$ cat src/sv/tdp_pkg.sv
package tdp_pkg;

    // Default width of the number that is tested.
    localparam int NUM_WIDTH_DEF = 32;

    // Small primes that are tested by direct compare and then as divisors.
    localparam int PRIME_2 = 2;
    localparam int PRIME_3 = 3;
    localparam int PRIME_5 = 5;
    localparam int PRIME_7 = 7;

    // First divisor at which the square-root bound applies.
    localparam int FIRST_TRIAL = 11;

    // Divisor steps: 2 -> 3, 7 -> 11, otherwise to the next odd number.
    localparam int STEP_AFTER_TWO   = 1;
    localparam int STEP_AFTER_SEVEN = 4;
    localparam int STEP_ODD         = 2;

    typedef enum logic [1:0] {
        S_IDLE,
        S_START,
        S_RUN,
        S_DONE
    } t_state;

endpackage

$ cat src/sv/tdp_div.sv
module tdp_div #(
    parameter int NUM_WIDTH = 32
) (
    input  logic                 i_clk,
    input  logic                 i_rst_n,
    input  logic                 i_start,
    input  logic [NUM_WIDTH-1:0] i_num,
    input  logic [NUM_WIDTH-1:0] i_div,
    output logic                 o_done,
    output logic [NUM_WIDTH-1:0] o_quo,
    output logic [NUM_WIDTH-1:0] o_rem
);
    import tdp_pkg::*;

    localparam int CNT_W = $clog2(NUM_WIDTH + 1);

    logic [CNT_W-1:0]     r_cnt;
    logic                 r_done;
    logic [NUM_WIDTH-1:0] r_quo;
    logic [NUM_WIDTH-1:0] r_rem;
    logic [NUM_WIDTH-1:0] r_d;

    logic [NUM_WIDTH:0]   trial;
    logic [NUM_WIDTH:0]   diff;
    logic                 fits;
    logic                 busy;

    // One restoring step per cycle: bring down the next dividend bit and
    // subtract the divisor when it fits.
    assign busy  = (r_cnt != '0);
    assign trial = {r_rem, r_quo[NUM_WIDTH-1]};
    assign diff  = trial - {1'b0, r_d};
    assign fits  = (trial >= {1'b0, r_d});

    always_ff @(posedge i_clk) begin
        if (!i_rst_n) begin
            r_cnt  <= '0;
            r_done <= 1'b0;
        end else begin
            r_done <= 1'b0;
            if (i_start) begin
                r_cnt <= CNT_W'(NUM_WIDTH);
            end else if (busy) begin
                r_cnt <= r_cnt - CNT_W'(1);
                if (r_cnt == CNT_W'(1)) begin
                    r_done <= 1'b1;
                end
            end
        end
    end

    always_ff @(posedge i_clk) begin
        if (i_start) begin
            r_quo <= i_num;
            r_rem <= '0;
            r_d   <= i_div;
        end else if (busy) begin
            r_quo <= {r_quo[NUM_WIDTH-2:0], fits};
            r_rem <= fits ? diff[NUM_WIDTH-1:0] : trial[NUM_WIDTH-1:0];
        end
    end

    assign o_done = r_done;
    assign o_quo  = r_quo;
    assign o_rem  = r_rem;

    // A new division is only started once the previous one has finished.
    a_no_restart: assert property (@(posedge i_clk) disable iff (!i_rst_n)
        i_start |-> !busy)
        else $error("divider started while busy");

    // Completion is a single-cycle pulse that follows the last step.
    a_done_pulse: assert property (@(posedge i_clk) disable iff (!i_rst_n)
        o_done |=> !o_done)
        else $error("divider done held longer than one cycle");

    a_done_after_step: assert property (@(posedge i_clk) disable iff (!i_rst_n)
        o_done |-> !busy && $past(r_cnt == CNT_W'(1)))
        else $error("divider done without a final step");

endmodule

$ cat config.mk
export PLATFORM = sky130hd
export DESIGN_NAME = tdp_div
export DESIGN_NICKNAME = d
export VERILOG_FILES = /design/src/sv/tdp_pkg.sv /design/src/sv/tdp_div.sv
export SDC_FILE = /design/constraint.sdc
export NUM_CORES = 1
export LEC_CHECK = 0
export BUFFER_PORTS_ARGS = -buffer_cell sky130_fd_sc_hd__buf_2
export CORE_UTILIZATION = 55
export CTS_BUF_LIST = sky130_fd_sc_hd__clkbuf_16
export DETAILED_ROUTE_END_ITERATION = 16
export HOLD_SLACK_MARGIN = 0.12
export PLACE_DENSITY_LB_ADDON = 0.15
export SLEW_MARGIN = 40
export SYNTH_ARGS = -nofsm -noshare
export SYNTH_HDL_FRONTEND = slang
export SYNTH_SLANG_ARGS = --single-unit
$ cat constraint.sdc
create_clock -name i_clk -period 3.7 [get_ports i_clk]
set_clock_uncertainty 0.1 [all_clocks]
set_input_delay 0.185 -clock i_clk [delete_from_list [all_inputs] [get_ports i_clk]]
set_output_delay 0.185 -clock i_clk [all_outputs]
set_load 0.03 [all_outputs]
==> results.txt, run 1 <==
Among all cell types in the netlist, the one instantiated most often is nand2_1. Setup repair after global routing left no endpoint under its margin. The vertical extent of the die is 107 microns. The most used flip-flop cell after synthesis is edfxtp_1. The largest area contributor in the netlist is edfxtp_1. In this run the worst hold path is classified as flop to flop. The net count after synthesis is 715. TritonCTS built the clock tree. The final number of setup-violating endpoints came out at 0. The area growth from synthesis to layout is 29.3%. The fraction of synthesis flops using an asynchronous set or reset pin came out at 0%. The horizontal die dimension came out at 107 microns. The level count of the clock H-tree came out at 3. The number of antenna violations at the first check in global routing was 0. The placeable core area came out at 0.0108 sq mm. The count of input and output buffers is 131. The total number of nets in the final design is 912. After synthesis, the netlist uses 67 different library cells. For the worst setup path, the data required time is 3.86 ns. The largest voltage drop on the vdd net came out at 0.488 mV. The final critical path takes up 92.6% of the cycle.

The total of warnings raised by yosys came out at 0. Summing all placed instances gives a cell area of 0.00689 sq mm. Following the worst setup path forward leads to its endpoint at o_rem[10]. The overall overflow remaining after global route came out at 0. In this run, synthesis inferred 64 flip-flops with an integrated enable. The final-report max-slew violation count is 0. The proportion of layout cells with a drive suffix above 1 came out at 25.6%. The insertion delay to the later sink of the worst-skew pair is 0.36 ns. Synthesis handed over a netlist of 613 instances. Ranked by total cell area, the synthesized netlist is headed by edfxtp_1, dfxtp_1, ha_1.

The global placement routability congestion came out at 0.878. For this run, the top clock speed supported by timing is 292 MHz. After legalization and detailed placement, the total HPWL measured 10,500 microns.

The critical path is of the flop to flop type. The post-CTS setup buffer count is 0. The sink count of the clock tree came out at 103. The endpoint identified for the worst register-to-register timing path is o_rem[10]. The CTS buffer count is 9. The flow ran to the end, and the final reports show no timing, DRC or antenna violations. Across every metal layer, demand over resource in global routing totals 27.6%. The antenna diode count is 0. The kind of start point of the critical path is a flop. The cell area after synthesis came out at 0.00609 sq mm. Clock-pin slew was measured on the worst setup and hold paths at 0.08 ns. The commonest cells after synthesis are nand2_1, edfxtp_1, nor2_1.

The iteration count of the initial detailed-routing pass came out at 5. Data on the critical path arrives at its endpoint at 3.59 ns. For this design the top-level I/O count stands at 132. The floorplan has 38 rows. The cell sitting at the root of the clock tree is a clkbuf_16. The leakage power summed over all cells came out at 3.40 nW.

The critical path starts at r_d[20]. The sequential cell area fraction in the yosys report is 44.4%. The clock passes through at most 2 buffers. The detailed-route wire length came out at 15,300 microns. The length in cells of the worst reg-to-reg path came out at 11.

The measured slew at the worst slew-check pin came out at 0.692 ns. The number of nets with antenna violations after routing is 0. The routed layout has 5,417 vias. The maximum fanout encountered on the critical timing path came out at 12. Counting instances, the worst hold path has a depth of 2.

The pin count of the biggest net entering global routing came out at 56. The first global-routing pass estimated 24,700 microns of wire. Of the post-synthesis cell area, the dominant cell type holds 31.6%.

The via density per instance is 5.67. In this run, the number of DRC markers left after iteration 0 of detailed routing was 231. The slack of the worst reg-to-reg path is 0.27 ns. The shortest period the worst path allows came out at 3.43 ns. The final design area excluding fillers came out at 0.00787 sq mm.

The average wire per standard cell came out at 16.0 microns. The worst slew margin relative to its limit is 53.8%. The count of final hold-check violations came out at 0. The floorplan step defined a die boundary enclosing 0.0115 sq mm.

The register bit total from synthesis came out at 103. Averaged over all synthesized cells, the footprint is 9.93 sq um. After detailed routing, the number of remaining DRC violations is 0. STA classifies the critical path endpoint as a flop. The startpoint identified for the worst register-to-register timing path is r_d[20]. The initial core utilization came out at 56.4%.

The power density over cell area came out at 764 mW/mm^2. The total of max-cap violations came out at 0. The via count of the first global-routing pass was 5,289. The final-layout setup total negative slack is 0 ns.
[cell type report]
| type | instances | area (sq um) |
|---|---|---|
| Clock buffer | 9 | 225 |
| Clock inverter | 7 | 91.3 |
| Fill cell | 771 | 2920 |
| Inverter | 47 | 176 |
| Multi-Input combinational cell | 440 | 3090 |
| Sequential cell | 103 | 2700 |
| Tap cell | 140 | 175 |
| Timing Repair Buffer | 209 | 1410 |
[flip-flops by register name, indices dropped and copies added, names as in the netlist]
signal  cells
o_done      1
o_quo      32
r_d        32
o_rem      32
r_cnt       6
[kinds of logic after synthesis]
family,count (synthesis),share of synthesized area (%)
compound gates,145,17.6
xor+xnor,20,2.88
fa+ha+maj,35,7.32
buf+inv,70,4.83
flops,103,44.4
mux,37,6.78
simple gates,203,16.2
[how the worst min path moves through the flow]
stage                   start   endpoint  slack [ns]
global placement    i_div[11]    r_d[11]        0.26
floorplan            i_div[0]     r_d[0]        0.18
finish              o_rem[25]  o_rem[25]        0.42
CTS                 o_rem[19]  o_rem[20]        0.42
detailed placement  i_div[21]    r_d[21]        0.26
global route        i_div[18]    r_d[18]        0.43
[report_power, final]
group	switching (W)	total, W	internal, W
clock	0.000466	0.00101	0.000541
sequential	0.000233	0.00180	0.00156
combinational	0.00204	0.00321	0.00117
total	0.00274	0.00601	0.00327
[worst max-delay path: stages (launching register included)]
cell,delay [ns]
edfxtp_1,0.33
inv_1,0.04
ha_1,0.38
nand4_1,0.19
or3_1,0.35
or4_1,0.47
a31o_1,0.26
a31oi_4,0.20
nor2_2,0.14
buf_4,0.21
or3_1,0.39
a311oi_1,0.27
[layout by cell type, fill, tap and decap left out, types with 9 or more instances in the layout]
| cell | instances |
|---|---|
| buf_2 | 130 |
| nand2_1 | 66 |
| dlygate4sd3_1 | 66 |
| edfxtp_1 | 64 |
| nor2_1 | 52 |
| inv_1 | 46 |
| dfxtp_1 | 39 |
| mux2_2 | 34 |
| ha_1 | 33 |
| a21oi_1 | 27 |
| o21ai_0 | 25 |
| a311oi_1 | 18 |
| xnor2_1 | 14 |
| buf_4 | 13 |
| nand3_1 | 11 |
| nor3_1 | 10 |
| clkbuf_16 | 9 |
[stage by stage]
step / setup slack [ns] / power [W] / cells / utilization [%] / hold WS (ns)
finish: 0.272 / 0.00601 / 955 / 72.9 / 0.416
global placement: 0.430 / 0.00485 / 873 / 63.9 / 0.261
floorplan: 0.547 / 0.00415 / 613 / - / 0.184
detailed placement: 0.313 / 0.00492 / 873 / 63.9 / 0.263
global route: 0.00139 / 0.00639 / 955 / 72.9 / 0.429
CTS: 0.267 / 0.00599 / 955 / 72.9 / 0.416
[timing repair]
item	4_1_cts	5_1_grt
endpoints found under the setup margin	0	1
endpoints found under the hold margin	77	0
hold buffers	66	0
gates resized for setup	0	1
[metal layers]
metal,up-vias,GRT usage [%],wire [microns],share of wire (%)
li1,2659,-,-,-
met3,29,6.02,682,4.5
met5,-,0,0,0
met4,0,10.1,344,2.3
met1,2572,34.4,6710,44
met2,157,47.1,7520,49
Power figures use the tool's default switching activity.
==> run 2, diff against run 1 <==
--- a/config.mk
+++ b/config.mk
@@ -5,8 +5,9 @@
 export SDC_FILE = /design/constraint.sdc
 export NUM_CORES = 1
 export LEC_CHECK = 0
+export ABC_AREA = 1
 export BUFFER_PORTS_ARGS = -buffer_cell sky130_fd_sc_hd__buf_2
-export CORE_UTILIZATION = 55
+export CORE_UTILIZATION = 56
 export CTS_BUF_LIST = sky130_fd_sc_hd__clkbuf_16
 export DETAILED_ROUTE_END_ITERATION = 16
 export HOLD_SLACK_MARGIN = 0.12
@@ -15,3 +16,4 @@
 export SYNTH_ARGS = -nofsm -noshare
 export SYNTH_HDL_FRONTEND = slang
 export SYNTH_SLANG_ARGS = --single-unit
+export TNS_END_PERCENT = 30
==> results.txt, run 2 <==
The run finished, with violations left. The final reports fail on DRC. Setup repair after global routing left no endpoint under its margin. The endpoint of the most critical register-to-register path is o_rem[0]. Tracing the worst setup path back leads to its startpoint at r_d[7]. The number of fillers in the final layout was 970 (+26%). Sorting the synthesized cells by how often they occur yields nand2_1, inv_1, nand3_1. The register bit total from synthesis is 103 (unchanged). The level count of the clock H-tree came to 3 (unchanged). The length in cells of the worst reg-to-reg path came out at 15 (+4). Among all cell types in the netlist, the one instantiated most often is nand2_1.

The critical path endpoint category is a flop. The number of nets with antenna violations after routing came out at 0 (unchanged). The global router's overall resource usage is 31.0% (+3.3 points).

The count of unique library cells instantiated by Yosys is 33 (-51%). The number of placement rows came to 39 (+2.6%). The final hold slack is 0.245 ns (-0.171 ns).

STA classifies the critical path startpoint as a flop. After synthesis, the cell types taking the most area are edfxtp_1, nand2_1, dfxtp_1. The switching power summed over all nets was 0.00326 W (+19%).

The die area is 0.0126 sq mm (+9.4%). The worst setup path is of the flop to flop kind. The total of warnings raised by yosys came out at 0 (unchanged). The startpoint identified for the worst register-to-register timing path is r_d[7].

Among all flip-flop cells after synthesis, the most frequent one is edfxtp_1. The horizontal die dimension is 112 microns (+4.6%). The synthesized netlist cell count came out at 973 (+59%). The shortest period the worst path allows is 2.65 ns (-0.774 ns). The count of final hold-check violations was 0 (unchanged). The wire length of the first global-routing pass came out at 30,700 microns (+25%).

The worst hold path belongs to the class input port to flop. The top cell types in the final layout, fill and taps aside, are nand2_1, inv_1, buf_2, nand3_1, dlygate4sd3_1. The end point of the critical path is o_rem[0]. The insertion delay to the later sink of the worst-skew pair came out at 0.36 ns (about the same). The post-synthesis average cell area came out at 6.98 sq um (-30%). The CTS buffer count was 9 (unchanged).

The power density over cell area came out at 769 mW/mm^2 (+0.73%). The sequential standard cell area is 0.00270 sq mm (unchanged). The fraction of power consumed by the clock network was 14.1% (-2.7 points). CTS placed an instance of clkbuf_16 at the clock tree root.

Leaving out fill and tap cells, the most frequent cell in the layout is nand2_1. The total of max-cap violations is 0 (unchanged). The via count of the first global-routing pass is 6,470 (+22%).

The remaining design rule violation count is 2 (+2). The number of hold buffers added after cts is 65 (-1.5%). The multi-input gate area in the final layout is 0.00330 sq mm (+6.6%). The largest voltage drop on the vdd net came out at 0.431 mV (-12%). The area added between synthesis and finish came out at 24.6%. The internal power component came to 0.00325 W (-0.63%). The detailed-route wire length came out at 18,700 microns (+22%). The worst slew margin relative to its limit is 56.7% (+2.8 points). The count of input and output buffers is 131 (unchanged). The measured slew at the worst slew-check pin is 0.649 ns (-0.0426 ns). The data required time of the worst path is 3.89 ns (+0.03 ns).

The data arrival at the endpoint of the critical path is 2.84 ns (-0.75 ns). The net count after synthesis is 1,075 (+50%). The overall overflow remaining after global route is 0 (unchanged). The via count is 6,650 (+23%). The area share of the largest cell type after synthesis is 28.3% (-3.3 points). The sink count of the clock tree is 103 (unchanged). The post-CTS setup buffer count is 0 (unchanged).

TritonCTS built the clock tree. The via density per instance was 5.07 (-11%). The number of flops mapped to enable cells by yosys is 64 (unchanged).

The deepest clock path buffer count came to 2 (unchanged). The leakage power summed over all cells is 4.63 nW (+36%). The placement-stage cell area came out at 0.00754 sq mm (+9.4%). The largest area contributor in the netlist is edfxtp_1. The vertical extent of the die is 112 microns (+4.6%). The sequential cell area fraction in the yosys report is 39.8% (-4.6 points). The number of gates given a new drive strength after cts came to 0 (unchanged). The proportion of layout cells with a drive suffix above 1 was 15.4% (-10 points).

The placeable core area came to 0.0116 sq mm (+7.6%). The global placement routability congestion came out at 0.961 (+9.5%). The pin count of the biggest net entering global routing is 46 (-18%). The HPWL reported at the end of detailed placement came to 12,900 microns (+24%). The cell area after synthesis came out at 0.00679 sq mm (+12%).

The antenna diode count is 0 (unchanged). The final design area excluding fillers came out at 0.00846 sq mm (+7.5%). The final number of setup-violating endpoints came out at 0 (unchanged). The relative contribution of combinational cells to total power is 58.6% (+5.2 points). The maximum clock frequency is 377 MHz (+29%).

The post-route clock period utilization is 71.7% (-21 points). The post-CTS clock slew at the launch and capture registers of the worst setup and hold paths came to 0.08 ns (about the same). The number of antenna violations at the first check in global routing came out at 0 (unchanged). The share of total power consumed by net switching came out at 50.0% (+4.5 points). The final-report max-slew violation count is 0 (unchanged). The slack of the worst reg-to-reg path was 1.05 ns (+0.77 ns). The sequential share of power is 27.4% (-2.5 points).

The startpoint identified for the worst hold timing path is i_start. The count of pins on the block boundary came out at 132 (unchanged). The final-layout setup total negative slack was 0 ns (unchanged). The fraction of synthesis flops using an asynchronous set or reset pin is 0% (unchanged). The average wire per standard cell came out at 14.2 microns (-11%). The total number of nets in the final design is 1,266 (+39%). The initial core utilization is 58.5% (+2.1 points). The iteration count of the initial detailed-routing pass came to 11 (+6).

The DRC marker count from the first detailed-route iteration was 429 (+86%). The maximum fanout encountered on the critical timing path is 34 (+22).
[run 2: power by group through the flow]
stage / Clock, W / Combinational (W) / Sequential, W
6_report: 0.000915 / 0.00381 / 0.00178
2_1_floorplan: 0 / 0.00236 / 0.00227
4_1_cts: 0.000913 / 0.00378 / 0.00177
3_3_place_gp: 0 / 0.00368 / 0.00179
5_1_grt: 0.000965 / 0.00425 / 0.00182
3_5_place_dp: 0 / 0.00370 / 0.00179
[run 2: how the worst min path moves through the flow]
stage / cells past startpoint / endpoint
4_1_cts: 1 / r_d[16]
6_report: 1 / r_d[16]
3_3_place_gp: 1 / r_d[28]
2_1_floorplan: 0 / r_d[0]
3_5_place_dp: 1 / r_d[13]
5_1_grt: 1 / r_d[16]
[run 2: area by class of cell]
cell class | count | share of cell area [%]
clock buffer | 9 | 2.66
clock inverter | 7 | 0.576
inverter | 178 | 7.89
multi-input combinational | 671 | 39.0
sequential | 103 | 31.9
tap | 143 | 2.11
timing repair buffer | 201 | 15.9
[run 2: logic make-up (layout without fill, tap and decap cells)]
kind of cell               after synthesis  count (layout)  share of synthesized area, %
AOI/OAI and AO/OA                       57              57                          4.37
DFF                                    103             103                          39.8
buffers and inverters                  199             395                          11.7
adders and majority gates               35              35                          6.56
xor gates and xnor gates                16              16                          2.06
and+or+nand+nor                        563             563                          35.6
[run 2: stage by stage]
step / total power [W] / setup slack, ns / cells / utilization (%)
2_1_floorplan: 0.00463 / 1.50 / 973 / -
5_1_grt: 0.00703 / 0.868 / 1312 / 72.9
6_report: 0.00651 / 1.05 / 1312 / 72.9
3_3_place_gp: 0.00547 / 1.11 / 1231 / 64.9
3_5_place_dp: 0.00549 / 1.11 / 1231 / 64.9
4_1_cts: 0.00646 / 1.09 / 1312 / 72.9
[run 2: critical path, stage by stage, from the launching register on]
cell and delay [ns]:
edfxtp_1 0.38, inv_1 0.07, ha_1 0.29, nand2_2 0.12, inv_1 0.04, nand2_1 0.06, nand2_1 0.06, inv_1 0.06
nand3_2 0.12, nand2_1 0.12, nand2_2 0.08, nand2_4 0.37, nand2_4 0.33, nand2_1 0.15, nand3_1 0.08, o21ai_0 0.10
[run 2: routing by layer]
metal / GRT usage, % / part of all wire [%] / vias up
met5: 0 / 0 / -
met1: 38.6 / 43 / 2959
li1: - / - / 3399
met3: 6.70 / 8.1 / 32
met4: 12.0 / 2.4 / 0
met2: 52.7 / 46 / 260
==> run 3, diff against run 2 <==
==> constraint.sdc (replaced) <==
create_clock -name i_clk -period 2.45 [get_ports i_clk]
set_clock_uncertainty 0.1 [all_clocks]
set_input_delay 0.1225 -clock i_clk [delete_from_list [all_inputs] [get_ports i_clk]]
set_output_delay 0.1225 -clock i_clk [all_outputs]
set_load 0.03 [all_outputs]
==> results.txt, run 3 (synthesized netlist as in run 2, its figures left out) <==
The flow ran to the end, but the final reports show violations. The checks that failed: DRC. The proportion of layout cells with a drive suffix above 1 is 16.4% (+0.97 points). The number of fillers in the final layout is 917 (-5.5%).

STA classifies the critical path startpoint as a flop. The maximum fanout encountered on the critical timing path came to 21 (-38%). The total number of nets in the final design came out at 1,276 (+0.79%).

The number of nets with antenna violations after routing came to 0 (unchanged). The cell family contributing the most delay on the critical path is simple AND/OR/NAND/NOR gates. The area added between synthesis and finish is 26.8%. Leaving out fill and tap cells, the most frequent cell in the layout is nand2_1. The pin count of the biggest net entering global routing is 58 (+26%). The count of final hold-check violations is 0 (unchanged).

The detailed-route wire length is 19,600 microns (+5.1%). The insertion delay to the later sink of the worst-skew pair is 0.36 ns (about the same). The antenna diode count is 0 (unchanged). The total power consumption of the routed design is 0.0101 W (+55%). The initial core utilization is 58.5% (unchanged). The post-route core utilization is 74.1% (+1.2 points).

The total of max-cap violations is 0 (unchanged). The global placement routability congestion is 0.976 (+1.5%). Setup repair after global routing left no endpoint under its margin. The worst slew margin relative to its limit is 71.1% (+14 points). The post-route clock period utilization came out at 93.6% (+22 points). The final-report max-slew violation count came out at 0 (unchanged). The remaining design rule violation count came out at 2 (unchanged). The critical path endpoint category is a flop. On the critical path, the stage with the largest delay is an instance of ha_1.

The level count of the clock H-tree is 3 (unchanged). The worst hold path belongs to the class input port to flop. The post-CTS clock slew at the launch and capture registers of the worst setup and hold paths came out at 0.07 ns (about the same).

The final-layout setup total negative slack is 0 ns (unchanged). The wire length of the first global-routing pass came to 32,400 microns (+5.4%). The data required time of the worst path came to 2.43 ns (-1.46 ns). The count of input and output buffers came to 131 (unchanged). The power density over cell area is 1170 mW/mm^2 (+52%). The average wire per standard cell was 14.8 microns (+4.3%).

The number of placement rows is 39 (unchanged). The measured slew at the worst slew-check pin is 0.430 ns (-0.219 ns). The DRC marker count from the first detailed-route iteration came to 498 (+16%).

The count of pins on the block boundary was 132 (unchanged). The global router's overall resource usage is 32.8% (+1.8 points). The final number of setup-violating endpoints came to 0 (unchanged). The shortest period the worst path allows was 2.29 ns (-0.361 ns). The critical path in this run is classified as flop to flop. The critical path goes through inv_1 > ha_1 > nand2_2 > inv_1 > nand2_1 > nand2_1 > inv_1 > nand3_2 > nand2_1 > nand2_2 > nand2_4 > buf_6 > a31oi_1.

The placeable core area came out at 0.0116 sq mm (unchanged). The multi-input gate area in the final layout is 0.00332 sq mm (+0.61%). The data arrival at the endpoint of the critical path is 2.27 ns (-0.57 ns). TritonCTS built the clock tree. The via count of the first global-routing pass came out at 6,816 (+5.3%). The leakage power summed over all cells is 4.71 nW (+1.7%). The largest voltage drop on the vdd net came out at 0.742 mV (+72%). The largest incremental delay on the critical path came out at 0.34 ns (-0.04 ns). The vertical extent of the die is 112 microns (unchanged). The deepest clock path buffer count came to 2 (unchanged). The die area is 0.0126 sq mm (unchanged).

The via count came out at 6,751 (+1.5%). The sequential standard cell area came out at 0.00270 sq mm (unchanged). The HPWL reported at the end of detailed placement came out at 13,400 microns (+4.0%). The overall overflow remaining after global route is 0 (unchanged). The root buffer cell chosen for the clock tree is clkbuf_16. The number of antenna violations at the first check in global routing came to 0 (unchanged). The maximum clock frequency is 436 MHz (+16%). The horizontal die dimension is 112 microns (unchanged). The slack of the worst reg-to-reg path is 0.16 ns (-0.89 ns).

The via density per instance came to 5.11 (+0.75%). The iteration count of the initial detailed-routing pass is 12 (+1). The library cells used most frequently in the layout, excluding fill and tap cells, are nand2_1, inv_1, buf_2, nand3_1, dlygate4sd3_1.

The CTS buffer count is 9 (unchanged). The sink count of the clock tree is 103 (unchanged). The buffer and inverter count on the worst path came out at 4 (+1).
run 3: changes by cell type in the layout (fill, tap and decap cells not counted), sizes merged:
cell / before / now
dlygate4sd3: 65 / 66
clkinv: 5 / 4
buf: 136 / 145
inv: 179 / 180
run 3: path summary, 6_finish.rpt:
check,endpoint,depth (start not counted),from
max reg2reg,o_quo[0],13,r_d[8]
min reg2reg,o_rem[26],2,o_rem[26]
max,o_quo[0],13,r_d[8]
min,r_d[30],2,i_div[30]
run 3: layout make-up:
| cell class | count | share of cell area [%] |
|---|---|---|
| Multi-Input combinational cell | 671 | 38.5 |
| Sequential cell | 103 | 31.4 |
| Timing Repair Buffer | 211 | 17.1 |
| Inverter | 178 | 7.76 |
| Clock buffer | 9 | 2.62 |
| Tap cell | 143 | 2.08 |
| Clock inverter | 7 | 0.480 |
run 3: per-layer routing:
layer  GRT usage, %  vias to the layer above  share of wire (%)
met5              0                        -                  0
met4           11.0                        0                2.1
met3           6.64                       40                7.2
met2           58.0                      275                 48
met1           40.0                     3020                 43
li1               -                     3416                  -
run 3: worst reg2reg max path: cells and delay by family, from the launching register on:
family	cells	cell delay [ns]
simple gates	7	0.72
buf+inv	4	0.37
fa+ha+maj	1	0.34
flops	1	0.32
compound gates	1	0.15
run 3: timing repair:
action / CTS / global route
hold buffers: 66 / 0
gates resized for setup: 0 / 7
setup endpoints to repair: 0 / 26
hold endpoints to repair: 78 / 0
buffers inserted: 0 / 0
run 3: where the power goes:
group / leakage (nW) / total [W] / internal (W) / switching [W]
Clock: 0.136 / 0.00136 / 0.000685 / 0.000673
Combinational: 3.60 / 0.00602 / 0.00208 / 0.00394
Sequential: 0.968 / 0.00269 / 0.00235 / 0.000346
run 3: stage by stage:
step	worst slack, ns	area [sq um]	cells	hold WS, ns
global placement	0.0976	7660	1240	0.199
global route	0.00231	8610	1322	0.372
CTS	0.0997	8580	1322	0.361
finish	0.157	8610	1322	0.375
detailed placement	0.119	7660	1240	0.201
floorplan	0.253	6790	973	0.121
